--- src/hdl/sed_pkg.sv ---
// shared types, character codes and helper functions for the string escape decoder
`default_nettype none

package sed_pkg;

    // one raw byte of the escaped string
    typedef struct packed {
        logic [7:0] in_byte;
        logic       in_last;
    } t_in_item;

    // one unescaped result
    typedef struct packed {
        logic [7:0] out_byte;
        logic       out_valid;
        logic       out_last;
    } t_out_item;

    // all results caused by one input byte, count is 1 to 3
    typedef struct packed {
        logic [1:0]      cnt;
        logic [2:0][7:0] bytes;
        logic            bare;
        logic            last;
    } t_bundle;

    localparam logic [7:0] C_BSLASH = 8'h5C;
    localparam logic [7:0] C_LOW_X  = 8'h78;
    localparam logic [7:0] C_DIG_0  = 8'h30;
    localparam logic [7:0] C_DIG_7  = 8'h37;
    localparam logic [7:0] C_DIG_9  = 8'h39;
    localparam logic [7:0] C_UP_A   = 8'h41;
    localparam logic [7:0] C_UP_F   = 8'h46;
    localparam logic [7:0] C_LOW_A  = 8'h61;
    localparam logic [7:0] C_LOW_B  = 8'h62;
    localparam logic [7:0] C_LOW_F  = 8'h66;
    localparam logic [7:0] C_LOW_N  = 8'h6E;
    localparam logic [7:0] C_LOW_R  = 8'h72;
    localparam logic [7:0] C_LOW_T  = 8'h74;
    localparam logic [7:0] C_LOW_V  = 8'h76;

    localparam logic [4:0] HEX_BAD = 5'd16;

    function automatic logic is_octal(input logic [7:0] c);
        return (c >= C_DIG_0) && (c <= C_DIG_7);
    endfunction

    // 0..15 for a hex digit, HEX_BAD otherwise
    function automatic logic [4:0] hex_val(input logic [7:0] c);
        logic [4:0] v;
        v = HEX_BAD;
        if (c >= C_DIG_0 && c <= C_DIG_9) begin
            v = 5'(c - C_DIG_0);
        end else if (c >= C_UP_A && c <= C_UP_F) begin
            v = 5'(c - C_UP_A + 8'd10);
        end else if (c >= C_LOW_A && c <= C_LOW_F) begin
            v = 5'(c - C_LOW_A + 8'd10);
        end
        return v;
    endfunction

    // single-character escapes, anything else passes without its backslash
    function automatic logic [7:0] esc_map(input logic [7:0] c);
        logic [7:0] v;
        case (c)
            C_LOW_B: begin
                v = 8'h08;
            end
            C_LOW_F: begin
                v = 8'h0C;
            end
            C_LOW_N: begin
                v = 8'h0A;
            end
            C_LOW_R: begin
                v = 8'h0D;
            end
            C_LOW_T: begin
                v = 8'h09;
            end
            C_LOW_V: begin
                v = 8'h0B;
            end
            default: begin
                v = c;
            end
        endcase
        return v;
    endfunction

endpackage

`default_nettype wire

--- src/hdl/sed_front.sv ---
// front end: takes raw bytes, tracks escape state and builds result bundles
`default_nettype none

module sed_front (
    input  wire logic              i_clk,
    input  wire logic              i_rst_n,
    input  wire logic              i_accept,
    input  wire sed_pkg::t_in_item i_item,
    output sed_pkg::t_bundle       o_bundle,
    output logic                   o_has_res
);

    typedef enum logic [2:0] {
        M_NORMAL = 3'd0,
        M_ESC    = 3'd1,
        M_OCT    = 3'd2,
        M_HEX1   = 3'd3,
        M_HEX2   = 3'd4
    } t_mode;

    t_mode      r_mode, n_mode;
    logic [7:0] r_acc, n_acc;
    logic [7:0] r_first, n_first;

    logic [7:0]      c;
    logic [4:0]      hi, lo;
    logic [1:0]      cnt;
    logic [2:0][7:0] bytes;
    logic            bare;

    assign c  = i_item.in_byte;
    assign hi = sed_pkg::hex_val(r_first);
    assign lo = sed_pkg::hex_val(c);

    always_comb begin
        n_mode  = r_mode;
        n_acc   = r_acc;
        n_first = r_first;
        cnt     = 2'd0;
        bytes   = '0;
        bare    = 1'b0;
        case (r_mode)
            M_ESC: begin
                n_mode = M_NORMAL;
                if (sed_pkg::is_octal(c)) begin
                    n_acc  = {5'd0, c[2:0]};
                    n_mode = M_OCT;
                end else if (c == sed_pkg::C_LOW_X) begin
                    n_mode = M_HEX1;
                end else begin
                    bytes[0] = sed_pkg::esc_map(c);
                    cnt      = 2'd1;
                end
            end
            M_OCT: begin
                if (sed_pkg::is_octal(c)) begin
                    n_acc = {r_acc[4:0], c[2:0]};
                end else begin
                    bytes[0] = r_acc;
                    cnt      = 2'd1;
                    n_mode   = M_NORMAL;
                    n_acc    = 8'd0;
                    if (c == sed_pkg::C_BSLASH) begin
                        n_mode = M_ESC;
                    end else begin
                        bytes[1] = c;
                        cnt      = 2'd2;
                    end
                end
            end
            M_HEX1: begin
                n_first = c;
                n_mode  = M_HEX2;
            end
            M_HEX2: begin
                if (hi != sed_pkg::HEX_BAD && lo != sed_pkg::HEX_BAD) begin
                    bytes[0] = {hi[3:0], lo[3:0]};
                    cnt      = 2'd1;
                end else begin
                    // bad hex: x and both bytes go out untouched
                    bytes[0] = sed_pkg::C_LOW_X;
                    bytes[1] = r_first;
                    bytes[2] = c;
                    cnt      = 2'd3;
                end
                n_mode  = M_NORMAL;
                n_first = 8'd0;
            end
            default: begin
                n_mode = M_NORMAL;
                if (c == sed_pkg::C_BSLASH) begin
                    n_mode = M_ESC;
                end else begin
                    bytes[0] = c;
                    cnt      = 2'd1;
                end
            end
        endcase

        if (i_item.in_last) begin
            // close any open sequence at end of string
            case (n_mode)
                M_OCT: begin
                    bytes[cnt] = n_acc;
                    cnt        = 2'(cnt + 2'd1);
                end
                M_HEX1: begin
                    bytes[cnt] = sed_pkg::C_LOW_X;
                    cnt        = 2'(cnt + 2'd1);
                end
                M_HEX2: begin
                    bytes[0] = sed_pkg::C_LOW_X;
                    bytes[1] = n_first;
                    cnt      = 2'd2;
                end
                default: begin
                end
            endcase
            if (cnt == 2'd0) begin
                bare = 1'b1;
                cnt  = 2'd1;
            end
            n_mode  = M_NORMAL;
            n_acc   = 8'd0;
            n_first = 8'd0;
        end
    end

    assign o_bundle.cnt   = cnt;
    assign o_bundle.bytes = bytes;
    assign o_bundle.bare  = bare;
    assign o_bundle.last  = i_item.in_last;
    assign o_has_res      = cnt != 2'd0;

    always_ff @(posedge i_clk) begin
        if (!i_rst_n) begin
            r_mode  <= M_NORMAL;
            r_acc   <= 8'd0;
            r_first <= 8'd0;
        end else if (i_accept) begin
            r_mode  <= n_mode;
            r_acc   <= n_acc;
            r_first <= n_first;
        end
    end

endmodule

`default_nettype wire

--- src/hdl/sed_queue.sv ---
// bundle queue between front and back end
`default_nettype none

module sed_queue #(
    parameter int DEPTH = 4
) (
    input  wire logic             i_clk,
    input  wire logic             i_rst_n,
    input  wire logic             i_wr,
    input  wire sed_pkg::t_bundle i_data,
    output logic                  o_full,
    input  wire logic             i_rd,
    output sed_pkg::t_bundle      o_data,
    output logic                  o_empty
);

    localparam int AW = (DEPTH > 1) ? $clog2(DEPTH) : 1;
    localparam int CW = $clog2(DEPTH + 1);

    sed_pkg::t_bundle r_mem [DEPTH];
    logic [AW-1:0]    r_wptr, r_rptr;
    logic [CW-1:0]    r_count;
    logic             wr_en, rd_en;

    assign o_full  = r_count == CW'(DEPTH);
    assign o_empty = r_count == '0;
    assign wr_en   = i_wr && !o_full;
    assign rd_en   = i_rd && !o_empty;
    assign o_data  = r_mem[r_rptr];

    always_ff @(posedge i_clk) begin
        if (wr_en) begin
            r_mem[r_wptr] <= i_data;
        end
    end

    always_ff @(posedge i_clk) begin
        if (!i_rst_n) begin
            r_wptr  <= '0;
            r_rptr  <= '0;
            r_count <= '0;
        end else begin
            if (wr_en) begin
                r_wptr <= (r_wptr == AW'(DEPTH - 1)) ? '0 : AW'(r_wptr + 1'b1);
            end
            if (rd_en) begin
                r_rptr <= (r_rptr == AW'(DEPTH - 1)) ? '0 : AW'(r_rptr + 1'b1);
            end
            if (wr_en && !rd_en) begin
                r_count <= CW'(r_count + 1'b1);
            end else if (rd_en && !wr_en) begin
                r_count <= CW'(r_count - 1'b1);
            end
        end
    end

    a_count_bound: assert property (@(posedge i_clk) disable iff (!i_rst_n)
        r_count <= CW'(DEPTH))
        else $error("queue count beyond depth");

    a_no_write_full: assert property (@(posedge i_clk) disable iff (!i_rst_n)
        !(i_wr && o_full))
        else $error("front wrote a bundle while the queue was full");

    a_count_up: assert property (@(posedge i_clk) disable iff (!i_rst_n)
        (wr_en && !rd_en) |=> (r_count == CW'($past(r_count) + 1'b1)))
        else $error("queue count did not follow a write");

endmodule

`default_nettype wire

--- src/hdl/sed_back.sv ---
// back end: hands out the results of the head bundle one per transfer
`default_nettype none

module sed_back (
    input  wire logic             i_clk,
    input  wire logic             i_rst_n,
    input  wire sed_pkg::t_bundle i_head,
    input  wire logic             i_q_empty,
    output logic                  o_q_rd,
    input  wire logic             i_pop,
    output sed_pkg::t_out_item    o_item
);

    logic [1:0] r_idx;
    logic       at_end;

    assign at_end = r_idx == 2'(i_head.cnt - 2'd1);
    assign o_q_rd = i_pop && !i_q_empty && at_end;

    assign o_item.out_byte  = i_head.bare ? 8'd0 : i_head.bytes[r_idx];
    assign o_item.out_valid = !i_head.bare;
    assign o_item.out_last  = i_head.last && at_end;

    always_ff @(posedge i_clk) begin
        if (!i_rst_n) begin
            r_idx <= 2'd0;
        end else if (i_pop && !i_q_empty) begin
            r_idx <= at_end ? 2'd0 : 2'(r_idx + 2'd1);
        end
    end

    a_idx_in_bundle: assert property (@(posedge i_clk) disable iff (!i_rst_n)
        !i_q_empty |-> (r_idx < i_head.cnt))
        else $error("result index past end of bundle");

    a_bare_alone: assert property (@(posedge i_clk) disable iff (!i_rst_n)
        (!i_q_empty && i_head.bare) |-> (i_head.cnt == 2'd1 && i_head.last))
        else $error("bare end marker shares a bundle");

endmodule

`default_nettype wire

--- src/hdl/string_escape_decoder.sv ---
// top level of the string escape decoder
//
// usage: raw bytes of a string literal enter through the input queue port
// (push / full, payload i_item with in_byte and in_last). a byte transfers on
// a rising edge with push high and full low. unescaped bytes leave through
// the result queue port (empty / pop, payload o_item with out_byte,
// out_valid and out_last); the head result transfers when pop is high and
// empty is low.
// a result reaches o_item only once its bundle is registered in the queue.
// throughput: one byte per cycle in while full is low; one result per cycle
// out while pop is high and empty is low. an invalid hex escape produces
// three results from one byte, handed out while the front keeps taking bytes.
// a QUEUE_DEPTH entry bundle queue between front and back absorbs this and
// any stall on the result side; full rises only when that queue is full.
// reset: synchronous, active low; the decoder returns to plain text mode and
// the queue empties. a string whose last byte yields nothing still gets a
// bare end marker (out_valid low, out_last high).
`default_nettype none

module string_escape_decoder #(
    parameter int QUEUE_DEPTH = 4
) (
    input  wire logic               i_clk,
    input  wire logic               i_rst_n,
    input  wire logic               push,
    output logic                    full,
    input  wire sed_pkg::t_in_item  i_item,
    output logic                    empty,
    input  wire logic               pop,
    output sed_pkg::t_out_item      o_item
);

    sed_pkg::t_bundle front_bundle;
    sed_pkg::t_bundle head_bundle;
    logic             front_has_res;
    logic             in_xfer;
    logic             q_wr;
    logic             q_rd;
    logic             q_full;
    logic             q_empty;

    // a byte is taken only when the queue can hold whatever it produces
    assign full    = q_full;
    assign in_xfer = push && !q_full;
    // bytes that only move the escape state produce no bundle
    assign q_wr    = in_xfer && front_has_res;
    assign empty   = q_empty;

    sed_front u_front (
        .i_clk     (i_clk),
        .i_rst_n   (i_rst_n),
        .i_accept  (in_xfer),
        .i_item    (i_item),
        .o_bundle  (front_bundle),
        .o_has_res (front_has_res)
    );

    sed_queue #(
        .DEPTH (QUEUE_DEPTH)
    ) u_queue (
        .i_clk   (i_clk),
        .i_rst_n (i_rst_n),
        .i_wr    (q_wr),
        .i_data  (front_bundle),
        .o_full  (q_full),
        .i_rd    (q_rd),
        .o_data  (head_bundle),
        .o_empty (q_empty)
    );

    // back end walks the head bundle, releasing it after its final result
    sed_back u_back (
        .i_clk     (i_clk),
        .i_rst_n   (i_rst_n),
        .i_head    (head_bundle),
        .i_q_empty (q_empty),
        .o_q_rd    (q_rd),
        .i_pop     (pop),
        .o_item    (o_item)
    );

endmodule

`default_nettype wire
--- config.mk ---
export PLATFORM = sky130hd
export DESIGN_NAME = string_escape_decoder
export DESIGN_NICKNAME = d
export VERILOG_FILES = /design/src/hdl/sed_pkg.sv /design/src/hdl/sed_front.sv /design/src/hdl/sed_queue.sv /design/src/hdl/sed_back.sv /design/src/hdl/string_escape_decoder.sv
export SDC_FILE = /design/constraint.sdc
export NUM_CORES = 1
export LEC_CHECK = 0
export BUFFER_PORTS_ARGS = -buffer_cell sky130_fd_sc_hd__buf_4
export CAP_MARGIN = 20
export CORE_ASPECT_RATIO = 1.5
export CORE_MARGIN = 3
export CORE_UTILIZATION = 40
export DETAILED_ROUTE_END_ITERATION = 8
export PLACE_DENSITY = 0.64
export RECOVER_POWER = 25
export SLEW_MARGIN = 40
export SYNTH_ARGS = -nofsm -noshare
export SYNTH_HDL_FRONTEND = slang
export SYNTH_SLANG_ARGS = --single-unit
--- constraint.sdc ---
create_clock -name i_clk -period 3.4 [get_ports i_clk]
set_input_delay 0.17 -clock i_clk [delete_from_list [all_inputs] [get_ports i_clk]]
set_output_delay 0.17 -clock i_clk [all_outputs]
set_load 0.05 [all_outputs]
==> results.sh <==
export IMPL_outcome="finished clean"
export IMPL_ctsHoldBuffers=0
export IMPL_min_period_ps=3193
export IMPL_core_area_um2=17420
export IMPL_clk_pin_slew_ps=60
export IMPL_initial_core_util_pct=40.78
export IMPL_syn_cell_area_um2=7104
export IMPL_cts_tree="done"
export IMPL_overflow=0
export IMPL_drive_gt1_share_pct=20.16
export IMPL_end_kind="flip-flop"
export IMPL_cts_buffer_depth=2
export IMPL_leakagePower_nw=2.838
export IMPL_synth_cells=568
export IMPL_synth_seq_cells=142
export IMPL_min_delay_path_class="in2reg"
export IMPL_powerDensity_nw_per_um2=607.7
export IMPL_final_cells=848
export IMPL_htreeDepth=4
export IMPL_grt_pass1_wl_mm=28.68
export IMPL_diodes=0
export IMPL_worstPathMaxFanout=6
export IMPL_setup_viol=0
export IMPL_criticalPathCategory="reg2reg"
export IMPL_drtAntennaViolNets=0
export IMPL_rsz0062_at_grt="no"
export IMPL_fin_util_pct=47.27
export IMPL_synth_area_top_cells="edfxtp_1 47%, mux4_2 8.9%, dfxtp_1 8.5%"
export IMPL_finalInstanceArea_um2=8235
export IMPL_drtPass1Iterations=5
export IMPL_clk_latency_ps=410
export IMPL_area_growth_pct=15.92
export IMPL_yosysWarnings=0
export IMPL_critPathArrivalTime_ps=3530
export IMPL_crit_chain="or3b_2 > a21oi_1 > clkbuf_1 > nor2_1 > a41oi_1 > ha_1 > inv_1 > fa_1 > xor2_1 > or3_1 > a21boi_0"
export IMPL_ios=25
export IMPL_routedWlPerCell_um=21.85
export IMPL_report_final_slew_viol_count=0
export IMPL_cts_buffers=17
export IMPL_fmax_mhz=313.2
export IMPL_grt_max_degree=33
export IMPL_antenna_found_initial=0
export IMPL_grt_pass1_vias=5062
export IMPL_drt_iter0_drc=479
export IMPL_drt_total_wl_mm=18.53
export IMPL_crit_slowest_cell="or3b_2"
export IMPL_synth_edf_count=112
export IMPL_startpoint_type="flip-flop"
export IMPL_cts_repair_resized=0
export IMPL_clock_sinks=142
export IMPL_dp_hpwl_mm=13.85
export IMPL_cap_violations=0
export IMPL_place_gp_congestion=0.9849
export IMPL_remaining_drc_errors=0
export IMPL_slowest_delay_ps=580
export IMPL_cp_required_ps=3740
export IMPL_placed_cell_area_um2=7782
export IMPL_timing_slew_headroom_pct=28.82
export IMPL_tightest_slew_ps=1068
export IMPL_row_count=59
export IMPL_numPortBuffers=24
export IMPL_yosysUniqueCellTypes=70
export IMPL_dieArea_um2=19430
export IMPL_drt_vias_per_instance=5.874
export IMPL_layout_nets=652
export IMPL_fin_setup_tns_ps=0
export IMPL_yosysTopAreaCellShare_pct=47.34
export IMPL_post_cts_setup_buffer_count=0
export IMPL_dp_cells=816
export IMPL_netlist_top_cells_count="112 x edfxtp_1, 42 x nor2_1, 39 x nand2_1"
export IMPL_dieHeight_um=169.2
export IMPL_die_w_um=114.8
export IMPL_grt_total_usage_pct=19.45
export IMPL_yosysSeqAreaShare_pct=55.79
export IMPL_yosys_area_top_type="edfxtp_1"
export IMPL_peakVddDrop_uv=304.1
export IMPL_period_share_pct=93.90
export IMPL_clock_root_buffer="clkbuf_16"
export IMPL_synth_fp_nets=598
export IMPL_finalHoldViolations=0
export IMPL_synth_ff_type="edfxtp_1"
export IMPL_routed_via_count=4981
export IMPL_synth_area_per_cell_um2=12.51
export IMPL_async_flop_share_pct=0
export IMPL_synth_most_common_cell="edfxtp_1"
export IMPL_skew_ps=10.18
-- worst max-delay path: cells and delay by family, from the launching register on --
family | cells | cell delay, ps
simple gates | 3 | 950
compound gates | 3 | 710
flops | 1 | 420
fa+ha+maj | 2 | 620
xor+xnor | 1 | 180
buf+inv | 2 | 250
-- state kept, by name, summed over array words and instances (netlist names), named ones only --
signal	cells
u_front.r_acc	8
u_queue.r_count	3
u_queue.r_mem	112
u_front.r_mode	3
u_queue.r_wptr	2
u_queue.r_rptr	2
u_back.r_idx	2
u_front.r_first	8
-- stage by stage --
stage	worst slack, ps	total power [mW]	hold slack, ps
finish	207.4	5.005	169.9
global route	93.17	5.221	164.1
CTS	326.9	5.088	143.1
detailed placement	-59.43	3.403	506.2
global placement	41.97	3.376	479.4
floorplan	15.27	3.006	268.9
-- area by class of cell --
cell class / instances / area, um2
clock buffer: 19 / 432.9
clock inverter: 13 / 115.1
fill: 1590 / 9186
inverter: 16 / 60.06
multi-input combinational: 377 / 2903
sequential: 142 / 3964
tap: 213 / 266.5
timing repair buffer: 68 / 494.2
-- layout by cell type, fill, tap and decap left out, types with 3 or more instances in the layout --
master      count
a221o_1         4
a21o_1          3
and3b_1         3
and2_1         10
nand3_1        15
xor2_1          3
inv_1          16
clkinvlp_4      3
a31oi_1         3
nor4_1          3
dfxtp_1        30
a21oi_1        24
nand2b_1        6
clkbuf_1       13
edfxtp_1      112
a22oi_1        22
nor3b_1         6
o21ai_0        30
nor3_1          9
o311a_1         3
nand2_1        39
xnor2_1         4
buf_4          53
nor2b_1        29
a221oi_1        5
mux4_2         28
and2_0          3
a32oi_1         4
ha_1           16
nand4_1         3
nor2_1         42
clkbuf_16      17
o31a_1          3
mux2i_1        11
or3_1           3
clkinv_4        3
-- cell families after synthesis --
group / count (synthesis) / synth area share (%)
fa+ha+maj: 17 / 3.100
compound gates: 125 / 12.24
flops: 142 / 55.79
mux: 40 / 10.58
xor+xnor: 7 / 0.8630
simple gates: 188 / 14.46
buf+inv: 49 / 2.959
-- metal layers --
layer / part of all wire, % / wire (um) / up-vias / global-route usage (%)
li1: - / - / 2286 / -
met1: 39 / 7263 / 2512 / 22.65
met5: 0 / 0 / - / 0
met4: 4.7 / 879 / 0 / 9.602
met3: 2.7 / 502 / 49 / 2.604
met2: 53 / 9883 / 134 / 34.75
-- report_power, final --
group / switching (mW) / internal [mW] / total, mW
Clock: 0.687 / 1.01 / 1.69
Sequential: 0.0605 / 2.04 / 2.10
Combinational: 0.749 / 0.468 / 1.22
-- worst paths after layout --
check / from / to / slack, ps / cells after the start
min reg2reg: u_queue.r_wptr[1]$_SDFFE_PN0P_ / u_queue.r_wptr[1]$_SDFFE_PN0P_ / 510 / 2
min: i_item[2] / u_front.r_acc[1]$_SDFFE_PN0P_ / 170 / 3
max reg2reg: u_front.r_mode[1]$_SDFFE_PN0P_ / u_queue.r_count[2]$_SDFFE_PN0P_ / 210 / 11
max: u_front.r_mode[1]$_SDFFE_PN0P_ / u_queue.r_count[2]$_SDFFE_PN0P_ / 210 / 11
No activity file was read; power rests on OpenSTA's default activity.
